--- config.mk ---
export PLATFORM = sky130hd
export DESIGN_NAME = wfq_ram
export DESIGN_NICKNAME = d
export VERILOG_FILES = /design/src/design/wfq_ram.sv
export SDC_FILE = /design/constraint.sdc
export NUM_CORES = 1
export LEC_CHECK = 0
export ABC_CLOCK_PERIOD_IN_PS = 1700
export BUFFER_PORTS_ARGS = -buffer_cell sky130_fd_sc_hd__clkbuf_2
export CORE_UTILIZATION = 40
export CTS_BUF_LIST = sky130_fd_sc_hd__clkbuf_16
export DETAILED_ROUTE_END_ITERATION = 16
export SYNTH_ARGS = -nofsm -noshare
export SYNTH_HDL_FRONTEND = slang
export SYNTH_SLANG_ARGS = --single-unit
--- constraint.sdc ---
create_clock -name clock -period 1.7 [get_ports clock]
set_input_delay 0.17 -clock clock [delete_from_list [all_inputs] [get_ports clock]]
set_output_delay 0.17 -clock clock [all_outputs]
set_load 0.01 [all_outputs]
--- src/design/wfq_ram.sv ---
// Generic single-port-write, single-port-read RAM with registered read data.
module wfq_ram #(
   parameter int WIDTH = 8,
   parameter int DEPTH = 16
) (
   input  logic                     clock,
   input  logic                     we,
   input  logic [$clog2(DEPTH)-1:0] waddr,
   input  logic [WIDTH-1:0]         wdata,
   input  logic [$clog2(DEPTH)-1:0] raddr,
   output logic [WIDTH-1:0]         rdata
);
   logic [WIDTH-1:0] mem_ff [DEPTH];
   logic [WIDTH-1:0] rdata_ff;

   always_ff @(posedge clock) begin
      if (we) begin
         mem_ff[waddr] <= wdata;
      end
      rdata_ff <= mem_ff[raddr];
   end

   assign rdata = rdata_ff;
endmodule

# After elaboration in Yosys (flattened, before gate mapping)
# Memory sizes are Yosys's and may differ from the RTL's. A register that Yosys moved wholly into a read port is not among the register bits.
# Index checks and enable logic that the tools add are counted.
[word_totals] latchBits=0 ram_bits=128 n_memories=1 input_bits=18 output_inout_bits=8 reg_bits=0 romBits=0
[classes] n_div=0 n_eq_ne=0 mul=0 n_addsub=0 mux=2 bitwise=0 magnitude_cmp=0 n_shift=0 reduce_logical=0
[memory_table] memory="mem_ff" depth=16 word_bits=8 read_ports=1 rd_clocked_by_memory_dff=1 write_ports=1 line_no="13" rtl="logic [WIDTH-1:0] mem_ff [DEPTH];"
[op_table] cell="$mux 1" count=2

# Logic depth before layout (Yosys ltp)
[depth] word_depth=2 ltp_mapped=5 mapped_depth_nobuf=3

# Worst setup path before layout
# OpenSTA, ideal clock, no wires.
[synth_path] path_type="input-to-reg" start="in waddr[2]" end="mem mem_ff[0][0], enable pin" slack_ps=37 t_arrival_ps=1280 setup_ps=383 path_buffers=0 cell_stages=2 required_ps=1317 cell_sequence="or3b_2 nor3_1"
[synth_lines] item="from (decl)" line_no="8" rtl="input logic [$clog2(DEPTH)-1:0] waddr,"
[synth_lines] item="to (decl)" line_no="13"
# No word-level cell before the write port.

==> run metrics <==
largest net degree at the start of global routing 33; share of layout cells above drive strength 1 31.2%; post-synth top area share 74.7%; Root Driver clkbuf_16; slowest cell on the critical path mux4_1; htree depth 4; clock share of power 44.3%; Worst EP required 2.00 ns; core area roughly 0.013 sq mm; Overall Global Routing Usage 16.3%; synthesized area per cell ~22 sq um; RSZ-0062 raised after global routing no; Max Cap Viol 0; syn_nets ~250; global-route wire length before repair 14700 um; Seq cells post-synth around 140; CTS max path bufs 2; Worst Path Max Fanout 1; Clk Latency, worst-skew pair 0.42 ns; I/O pin cnt 26; setup slack after placement roughly 0.0032 ns; CTS tree done; fin nets 303; Clock transition at path regs 0.06 ns; I/O Buffers 25; CTS sink cnt approximately 140; register area share after synthesis around 78%; Hold Buf Count CTS 0; Worst Hold Path Cells 1; Clock Skews 0.00936 ns; max_slew headroom 74.2%; R2R depth 3; CP Class reg2reg; VDD IR-drop max roughly 0.76 mV; first-pass iteration count of the detailed router 6; wire length per cell 20.3 um; RD Place Congestion 0.702; Sw Ratio 20.6%; CP peak stage delay about 0.50 ns; fin area ~0.006 sq mm; Finished Layout Cells 470; initial antenna violation count 0; vias in the first global route 2435; HP Class in2reg; initial DRC count around 260; Die X between 100 and 150 um; Worst setup SP type flip-flop; Static Leakage 2.08 nW; Post-Synthesis Cell Area just over 0.005 sq mm; Via density 5.15; Initial Utilization 41.0%; FF-to-FF End rdata[1]; Net Switching 1.53 mW; Syn Inst Count roughly 230; DRC 0; worst slew pin tran 0.388 ns; fmax around 0.71 GHz; antenna-violating nets left 0; Final period util roughly 83%; Hold Path Sink mem_ff[14][5]; Setup crit end kind flip-flop; P per Cell Area 1210 mW/mm^2; die area about 0.013 sq mm; cell type with the largest total area after synthesis edfxtp_1; Setup Buffers After CTS 0; min-delay src wdata[5]; DP Wirelength just over 6000 um; placed cell areas about 0.0056 sq mm; Die H 115 um; total routed wirelength 9520 um; Num CTS Buffers 17; final hold violations 0; WP data arrival between 1.5 and 2 ns; max-slew violation count 0; minimum clock period 1.40 ns; sequential power share 50.9%; post-route setup slack 0.295 ns; # diodes 0; final setup fails 0; row count 41; Placed Cells incl. Taps 438; cts repair resizes 0; Yosys cell types 19; status complete, no violations; CP cell instances mux4_1 -> a22oi_1 -> nand2_1; R2R setup slack 0.30 ns; top post-synthesis cells by area edfxtp_1 75%, mux4_2 7.9%, mux4_1 7.1%, dfxtp_1 3.1%, a22oi_1 2.3%; internal power 5.88 mW; Worst R2R Start mem_ff[1][1]; combinational power share 4.8%; Yosys Warn Count 0; Congestion Overflow GR 0; synthesis-to-layout area growth 19.3%; vias post-DR around 2400
==> Yosys cell counts <==
cell type / n
mux4_1: 14
nand3_1: 1
and2_1: 1
mux4_2: 18
nor3_1: 4
nand2b_1: 2
and2b_1: 1
buf_4: 1
a22oi_1: 16
nor2_1: 13
edfxtp_1: 128
dfxtp_1: 8
clkdlybuf4s25_2: 3
nor2b_1: 1
or3b_2: 1
buf_2: 3
nand2_1: 9
buf_6: 3
nand3b_1: 2
==> cells in the final DEF, fill, tap and decap left out, drive strengths merged <==
master,synthesis,layout
mux4,32,32
or3b,1,1
clkinv,0,6
buf,7,22
nor2,13,13
nand2b,2,2
nor2b,1,1
clkbuf,0,42
nand3,1,1
clkinvlp,0,6
a22oi,16,16
inv,0,2
bufinv,0,1
nand3b,2,2
edfxtp,128,128
dfxtp,8,8
nor3,4,4
and2b,1,1
nand2,9,9
and2,1,1
==> per-stage QoR <==
| step | hold WS (ns) | utilization, % | power (mW) | setup TNS (ns) |
|---|---|---|---|---|
| detailed placement | 0.558 | 44.6 | 4.21 | 0 |
| global placement | 0.560 | 44.6 | 4.20 | -0.00178 |
| finish | 0.187 | 48.9 | 7.41 | 0 |
| global route | 0.211 | 48.9 | 7.68 | 0 |
| CTS | 0.196 | 48.9 | 7.48 | 0 |
| floorplan | 0.269 | - | 4.04 | 0 |
==> power groups by stage <==
| stage | Combinational [mW] | Sequential, mW | Clock (mW) |
|---|---|---|---|
| floorplan | 0.190 | 3.84 | 0 |
| global placement | 0.359 | 3.84 | 0 |
| detailed placement | 0.366 | 3.84 | 0 |
| CTS | 0.366 | 3.77 | 3.35 |
| global route | 0.393 | 3.78 | 3.51 |
| finish | 0.357 | 3.77 | 3.28 |
==> layer usage <==
| layer | part of all wire (%) | track usage (%) | routed length [um] | vias to the layer above |
|---|---|---|---|---|
| met4 | 1.4 | 8.05 | 133 | 0 |
| met1 | 45 | 22.0 | 4280 | 1253 |
| met2 | 48 | 24.8 | 4610 | 67 |
| met5 | 0 | 0 | 0 | - |
| li1 | - | - | - | 1089 |
| met3 | 5.2 | 4.29 | 498 | 12 |
==> state kept, by name, summed over array words and instances (netlist names) <==
register  flops
mem_ff      128
rdata         8
==> cell type report <==
cell class,count,area (sq um)
fill,1003,6430
timing repair buffer,47,328
clock inverter,15,113
multi-input combinational,83,1060
tap,172,215
sequential,136,4000
clock buffer,17,425
==> critical path: cells and delay by family, from the launching register on <==
family	cells	cell delay [ns]
AOI/OAI and AO/OA	1	0.36
DFF	1	0.35
muxes	1	0.50
and+or+nand+nor	1	0.09
==> how the worst max path moves through the flow <==
stage / from / end / slack, ns / depth (start not counted)
final: mem_ff[1][1] / rdata[1] / 0.30 / 3
after global routing: mem_ff[5][1] / rdata[1] / 0.23 / 3
after CTS: mem_ff[1][1] / rdata[1] / 0.29 / 3
after detailed placement: raddr[0] / rdata[1] / 0.003 / 5
after global placement: raddr[0] / rdata[1] / -0.002 / 5
after floorplan: waddr[2] / mem_ff[0][0] / 0.04 / 2
==> cells by family (layout without fill, tap and decap cells) <==
logic type,after synthesis,in the layout,share of synthesized area (%)
AO/OA/AOI/OAI,16,16,2.33
AND/OR/NAND/NOR,35,35,3.18
multiplexers,32,32,15.0
buffers and inverters,10,79,1.68
flip-flops,136,136,77.8
Note: power is estimated with default switching activity, not from simulation.
