<file path="config.mk">
export PLATFORM = sky130hd
export DESIGN_NAME = wfq_div
export DESIGN_NICKNAME = d
export VERILOG_FILES = /design/src/design/wfq_pkg.sv /design/src/design/wfq_div.sv
export SDC_FILE = /design/constraint.sdc
export NUM_CORES = 1
export LEC_CHECK = 0
export BUFFER_PORTS_ARGS = -buffer_cell sky130_fd_sc_hd__buf_4
export CORE_MARGIN = 1
export CORE_UTILIZATION = 45
export CTS_CLUSTER_DIAMETER = 60
export DETAILED_ROUTE_END_ITERATION = 8
export GPL_ROUTABILITY_DRIVEN = 0
export GPL_TIMING_DRIVEN = 1
export PLACE_DENSITY = 0.67
export SLEW_MARGIN = 40
export SYNTH_ARGS = -nofsm -noshare
export SYNTH_HDL_FRONTEND = slang
export SYNTH_SLANG_ARGS = --single-unit
</file>
<file path="constraint.sdc">
create_clock -name clock -period 14.5 [get_ports clock]
set_clock_uncertainty 0.15 [all_clocks]
set_input_delay 2.175 -clock clock [delete_from_list [all_inputs] [get_ports clock]]
set_output_delay 2.175 -clock clock [all_outputs]
set_load 0.05 [all_outputs]
</file>
<file path="src/design/wfq_pkg.sv">
// Shared types, widths, register indexes and helpers of the fair queue scheduler.
package wfq_pkg;

   localparam int TAG_W      = 16;
   localparam int SIZE_W     = 14;
   localparam int TIME_W     = 48;
   localparam int PRIO_REQ_W = 2;
   localparam int BYTES_W    = 24;
   localparam int WEIGHT_W   = 8;
   localparam int BT_W       = 16;
   localparam int NUM_WREG   = 4;
   localparam int CSR_IDX_W  = 3;
   localparam int CSR_DATA_W = 48;
   localparam int LFSR_W     = 16;

   // sum of weights over at most eight classes fits 11 bits
   localparam int SUM_W      = 11;
   localparam int PROD1_W    = SIZE_W + BT_W;
   localparam int PROD_W     = PROD1_W + SUM_W;
   localparam int DIV_DIGIT  = 4;
   localparam int DIV_W      = ((PROD_W + DIV_DIGIT - 1) / DIV_DIGIT) * DIV_DIGIT;
   localparam int DIV_STEPS  = DIV_W / DIV_DIGIT;
   localparam int DIV_DEN_W  = WEIGHT_W;

   localparam logic [CSR_IDX_W-1:0] CSR_WEIGHT_0   = 3'd0;
   localparam logic [CSR_IDX_W-1:0] CSR_WEIGHT_1   = 3'd1;
   localparam logic [CSR_IDX_W-1:0] CSR_WEIGHT_2   = 3'd2;
   localparam logic [CSR_IDX_W-1:0] CSR_WEIGHT_3   = 3'd3;
   localparam logic [CSR_IDX_W-1:0] CSR_BYTE_TIME  = 3'd4;
   localparam logic [CSR_IDX_W-1:0] CSR_BUF_LIMIT  = 3'd5;
   localparam logic [CSR_IDX_W-1:0] CSR_TIE_WINDOW = 3'd6;

   localparam logic [WEIGHT_W-1:0] WEIGHT_RST    = 8'd1;
   localparam logic [BT_W-1:0]     BYTE_TIME_RST = 16'd800;
   localparam logic [BYTES_W-1:0]  BUF_LIMIT_RST = 24'd65536;
   localparam logic [TIME_W-1:0]   TIE_RST       = 48'd10000000000;
   localparam logic [LFSR_W-1:0]   LFSR_SEED     = 16'hACE1;

   localparam logic REQ_ENQ = 1'b0;
   localparam logic REQ_DEQ = 1'b1;

   typedef enum logic [3:0] {
      ST_IDLE,
      ST_ENQ_CHK,
      ST_MUL,
      ST_DIV_GO,
      ST_DIV_WAIT,
      ST_SCAN,
      ST_MIN,
      ST_TIE,
      ST_MOD_GO,
      ST_MOD,
      ST_RD,
      ST_DEQ,
      ST_DONE
   } state_type;

   typedef struct packed {
      logic [TAG_W-1:0]  tag;
      logic [SIZE_W-1:0] size;
      logic [TIME_W-1:0] enq_time;
      logic [TIME_W-1:0] finish;
   } row_type;

   typedef struct packed {
      logic                  accepted;
      logic                  dropped;
      logic [TAG_W-1:0]      out_tag;
      logic [PRIO_REQ_W-1:0] out_priority;
      logic [SIZE_W-1:0]     out_size;
      logic [TIME_W-1:0]     queue_delay;
      logic [BYTES_W-1:0]    queued_bytes;
   } rsp_type;

   // Fibonacci LFSR, taps 16,14,13,11
   function automatic logic [LFSR_W-1:0] lfsr_next(input logic [LFSR_W-1:0] l);
      logic b;
      b = l[0] ^ l[2] ^ l[3] ^ l[5];
      return {b, l[LFSR_W-1:1]};
   endfunction

endpackage

</file>
<file path="src/design/wfq_div.sv">
// Radix-16 restoring divider: quotient and remainder, four bits per cycle.
module wfq_div (
   input  logic                              clock,
   input  logic                              reset,
   input  logic                              start,
   input  logic [wfq_pkg::DIV_W-1:0]         num,
   input  logic [wfq_pkg::DIV_DEN_W-1:0]     den,
   output logic                              done,
   output logic [wfq_pkg::DIV_W-1:0]         quo,
   output logic [wfq_pkg::DIV_DEN_W-1:0]     rem
);
   import wfq_pkg::*;

   localparam int STEP_W = $clog2(DIV_STEPS + 1);

   logic                 busy_ff;
   logic                 done_ff;
   logic [STEP_W-1:0]    step_ff;
   logic [DIV_W-1:0]     q_ff;
   logic [DIV_DEN_W-1:0] r_ff;
   logic [DIV_DEN_W-1:0] den_ff;
   logic [DIV_W-1:0]     q_in;
   logic [DIV_DEN_W-1:0] r_in;

   always_comb begin
      logic [DIV_DEN_W:0]   t;
      logic [DIV_DEN_W-1:0] r;
      logic [DIV_W-1:0]     q;
      r = r_ff;
      q = q_ff;
      for (int k = 0; k < DIV_DIGIT; k++) begin
         t = {r, q[DIV_W-1]};
         q = {q[DIV_W-2:0], 1'b0};
         if (t >= {1'b0, den_ff}) begin
            t    = t - {1'b0, den_ff};
            q[0] = 1'b1;
         end
         r = t[DIV_DEN_W-1:0];
      end
      q_in = q;
      r_in = r;
   end

   always_ff @(posedge clock) begin
      if (reset) begin
         busy_ff <= 1'b0;
         done_ff <= 1'b0;
         step_ff <= '0;
      end else begin
         done_ff <= 1'b0;
         if (start) begin
            busy_ff <= 1'b1;
            step_ff <= STEP_W'(DIV_STEPS);
         end else if (busy_ff) begin
            step_ff <= step_ff - 1'b1;
            if (step_ff == STEP_W'(1)) begin
               busy_ff <= 1'b0;
               done_ff <= 1'b1;
            end
         end
      end
   end

   always_ff @(posedge clock) begin
      if (start) begin
         q_ff   <= num;
         r_ff   <= '0;
         den_ff <= den;
      end else if (busy_ff) begin
         q_ff <= q_in;
         r_ff <= r_in;
      end
   end

   assign done = done_ff;
   assign quo  = q_ff;
   assign rem  = r_ff;
endmodule

</file>
# Word level (Yosys, flattened, before mapping)
# Cells that the tools add are included.
# op_classes
add_sub_neg	5
order_cmp	4
n_eq_ne	1
n_mux	16
bitwise_logic	1
reduce_logical	3
# op_table
operator	n
$mux W44	2
$ge A9 B8 Y1	4
$mux W8	4
$sub A8 B8 Y8	4
$mux W1	8
$mux W4	2
$eq A4 B1 Y1 const B	1
$sub A4 B1 Y4 const B	1
$reduce_or A3 Y1	1
$reduce_bool A2 Y1	1
$reduce_or A2 Y1	1
$not A1 Y1	1
# word_totals
register_bits	66
input_bits	55

# Longest topological paths before layout
# logic_depth
depth_word	10
ltp_mapped	38
ltp_nobuf	38

# Worst setup path after synthesis
# No wires, ideal clock.
# synth_path
path_kind	flip-flop to flip-flop
startpoint	register q_ff[43] (netlist: quo[43])
endpoint	register r_ff[0] (netlist: rem[0])
setup_time_ps	122
arrival_ps	7789
path_slack_ps	6440
path_stages_with_launch	38
path_buffers	0
period_less_slack_ps	8060
path_cell_list	edfxtp_1 inv_1 ha_1 inv_1 fa_1 a211oi_1 o21bai_1 a21oi_1 xnor2_1 and2_1 or2_2 ha_1 nand4_1 nor2_1 a21oi_1 o31ai_4 a211oi_4 mux2_2 [2 not listed] nor2b_1 o31a_1 o31a_1 o21ai_1 a21boi_1 nor3_1 nand2_1 a21oi_1 ha_1 nor2b_1 o21ai_0 a21oi_1 a21oi_1 a211o_1 a21o_1 o211a_1 nor2_2 o311a_1
# synth_between
elab_chain_len	8
# synth_rtl
element	line_no	rtl
from (decl)	wfq_div.sv:19	logic [DIV_W-1:0] q_ff;
from (signal assigned)	wfq_div.sv:66	q_ff <= num;
from (signal assigned)	wfq_div.sv:70	q_ff <= q_in;
$sub A8 B8 Y8 / $ge A9 B8 Y1 (equally long branches)	wfq_div.sv:35, wfq_div.sv:34	
$mux W8 *	wfq_div.sv:34	if (t >= {1'b0, den_ff}) begin
$sub A8 B8 Y8 / $ge A9 B8 Y1 (equally long branches)	wfq_div.sv:35, wfq_div.sv:34	
$mux W8 *	wfq_div.sv:34	
$sub A8 B8 Y8 / $ge A9 B8 Y1 (equally long branches)	wfq_div.sv:35, wfq_div.sv:34	
$mux W8 *	wfq_div.sv:34	
$ge A9 B8 Y1 *	wfq_div.sv:34	
$mux W8 *	wfq_div.sv:34	
to (signal assigned)	wfq_div.sv:71	r_ff <= r_in;
to (decl)	wfq_div.sv:20	logic [DIV_DEN_W-1:0] r_ff;
# Every way passes the cells marked *; elsewhere a longest branch is shown, timed or not.
# A chain may end at the register's enable or synchronous reset.

# Worst setup path in the final report
# layout_path
startpoint	register den_ff[1]
endpoint	register r_ff[5] (netlist: rem[5])
# layout_between
elab_chain_len	8
# layout_rtl
element	line_no	rtl
from (decl)	wfq_div.sv:21	logic [DIV_DEN_W-1:0] den_ff;
from (signal assigned)	wfq_div.sv:68	den_ff <= den;
$sub A8 B8 Y8 / $ge A9 B8 Y1 (equally long branches)	wfq_div.sv:35, wfq_div.sv:34	
$mux W8	wfq_div.sv:34	
$sub A8 B8 Y8 / $ge A9 B8 Y1 (equally long branches)	wfq_div.sv:35, wfq_div.sv:34	
$mux W8	wfq_div.sv:34	
$sub A8 B8 Y8 / $ge A9 B8 Y1 (equally long branches)	wfq_div.sv:35, wfq_div.sv:34	
$mux W8	wfq_div.sv:34	
$sub A8 B8 Y8 / $ge A9 B8 Y1 (equally long branches)	wfq_div.sv:35, wfq_div.sv:34	
$mux W8 *	wfq_div.sv:34	
# Marks and branches as above.

==> flow_summary.toml <==
[clocking]
root_buffer = "clkbuf_8"
path_clk_slew_ps = 90
post-cts-setup-buffer-count = 0
cts_buffers = 9
cts_tree = "built"
clk_latency_ps = 350
cts.path.max_buffers = 2
ctsHoldBuffers = 0
clkSinkCount = 66
h-tree-depth = 3
cts_resized = 0

[layout]
layout-drive-gt1-share = 0.358
n_fill_cell = 844
mostFrequentLayoutCells = "buf_4 (108), edfxtp_1 (52), mux2_2 (45), ha_1 (34)"
area_growth_syn_to_layout_pct = 25.5
final_common_cell = "buf_4"
fin_area_um2 = 5660
antennaDiodeCount = 0
fin_nets = 619
fin_util = 0.582

[routing]
post_drt_wl_per_cell_um = 17.9
drt_iter0_markers = 234
via_count = 3742
viasPerCell = 5.64
final_antenna_net_count = 0
drt-pass1-iter-count = 5
drt_wl_total_um = 11900
route.detailed.drc = 0

[setup_path]
cpPeakStageDelay_ps = 540
crit_required_ps = 14610
startpoint_type = "flop"
critPathSlowestCell = "nor3_1"
path_max_fanout = 11
r2r_start = "den_ff[1]"
path_class = "flop to flop"
worstPathArrival_ps = 9160
path_delay_family = "compound AO/OA/AOI/OAI gates"
r2r-end = "rem[5]"
worst_setup_path_end_kind = "flop"
r2r_cells = 35
worst-r2r-setup-slack_ps = 5450
crit_top_cell = "a21oi_1"
cp_num_cells = 35
path_buf_inv = 2

[floorplanning]
design.die.area_um2 = 10400
rows = 36
die_w_um = 102
coreArea_um2 = 9730
fp.dieH_um = 102
pin_count = 108
start_util = 0.464

[grt]
grt_max_degree = 54
track_usage = 0.237
grt_pass1_vias = 3678
grt_overflow = 0
antenna_found_initial = 1
grt_pass1_wl_um = 18500

[timing]
worst_slew_pin_slew_ps = 632
timing.final.crit_share = 0.624
tns_ps = 0
setup_viol = 0
slew_viol_final = 0
rsz0062_at_grt = "false"
slew-limit-headroom = 0.579
fin_ws_ps = 5450
hold_violations = 0
layout_min_cycle_time_ps = 9050
max_freq_ghz = 0.110

[synthesis]
avgSynthCellArea_um2 = 10.8
ys.warnings.count = 0
async_flop_share = 0
syn-num-nets = 511
synthCells = 418
synth-edff-count = 52
ys_ff_latch = 66
synth_cell_types = 64
yosysSeqAreaShare = 0.408
synth_area_um2 = 4510
ys.flop_type = "edfxtp_1"

[flow_run]
maxCapViolCount = 0

[worst_hold_path]
min_from = "rem[7]"
worstHoldPathCells = 2
hold_class = "flop to flop"
hold_end = "rem[7]"

[place]
hpwl_um = 9050
place_ws_ps = 5670
portBuffers = 107
placed_area_um2 = 5450

[run_status]
status = "completed"
synth_stat cells (9+ instances only):
library cell,instances,area (um^2)
xnor2_1,14,123
a21oi_1,30,150
nor2_1,25,93.8
inv_1,30,113
o21ai_0,12,60.1
a21o_1,10,75.1
ha_1,34,425
nor3_1,9,45.0
dfxtp_1,14,280
nand2_1,18,67.6
edfxtp_1,52,1560
mux2_2,45,507
final cells by class:
| class | instances | area [um^2] | share of cell area |
|---|---|---|---|
| Multi-Input combinational cell | 309 | 2510 | 0.443 |
| Timing Repair Buffer | 108 | 811 | 0.143 |
| Clock inverter | 5 | 40.0 | 0.00707 |
| Tap cell | 133 | 166 | 0.0294 |
| Clock buffer | 11 | 174 | 0.0307 |
| Inverter | 32 | 120 | 0.0212 |
| Sequential cell | 66 | 1840 | 0.325 |
worst max path at each step:
stage                          from      to  slack (ps)
after floorplan             quo[43]  rem[0]        6440
after global placement    den_ff[0]  rem[4]        5910
after detailed placement  den_ff[1]  rem[5]        5670
after CTS                 den_ff[1]  rem[5]        5610
after global routing      den_ff[1]  rem[5]        4810
final                     den_ff[1]  rem[5]        5450
layer usage:
layer | routed length [um] | global-route usage
met1 | 4980 | 0.301
met2 | 5510 | 0.375
met3 | 1120 | 0.0766
met4 | 295 | 0.0901
met5 | 0 | 0
worst reg2reg max path: cells and delay by family, from the launching register on:
family	cells	cell delay, ps
buffers and inverters	2	380
multiplexers	1	450
flip-flops	1	470
AO/OA/AOI/OAI	18	4170
AND/OR/NAND/NOR	10	2150
adder cells (fa/ha/maj)	4	1180
sequential cells by signal, summed over array words and instances, names as in the netlist:
name / flops
done: 1
den_ff: 8
rem: 8
quo: 44
busy_ff: 1
step_ff: 4
cells by family (layout without fill, tap and decap cells):
group	Yosys count	in the layout	share of synthesized area
muxes	54	54	0.133
DFF	66	66	0.408
adders and majority gates	38	38	0.112
and+or+nand+nor	100	100	0.116
xor gates and xnor gates	20	20	0.0388
AOI/OAI and AO/OA	97	97	0.154
buffers and inverters	43	156	0.0377
metrics by stage:
| stage | hold WS (ps) | cells |
|---|---|---|
| CTS | 398 | 664 |
| global route | 428 | 664 |
| detailed placement | 385 | 648 |
| floorplan | 371 | 418 |
| finish | 391 | 664 |
| global placement | 380 | 648 |
Power is left out: the tool's default activity adds up to more than one toggle a clock period on the data nets, which glitch-free logic cannot reach.
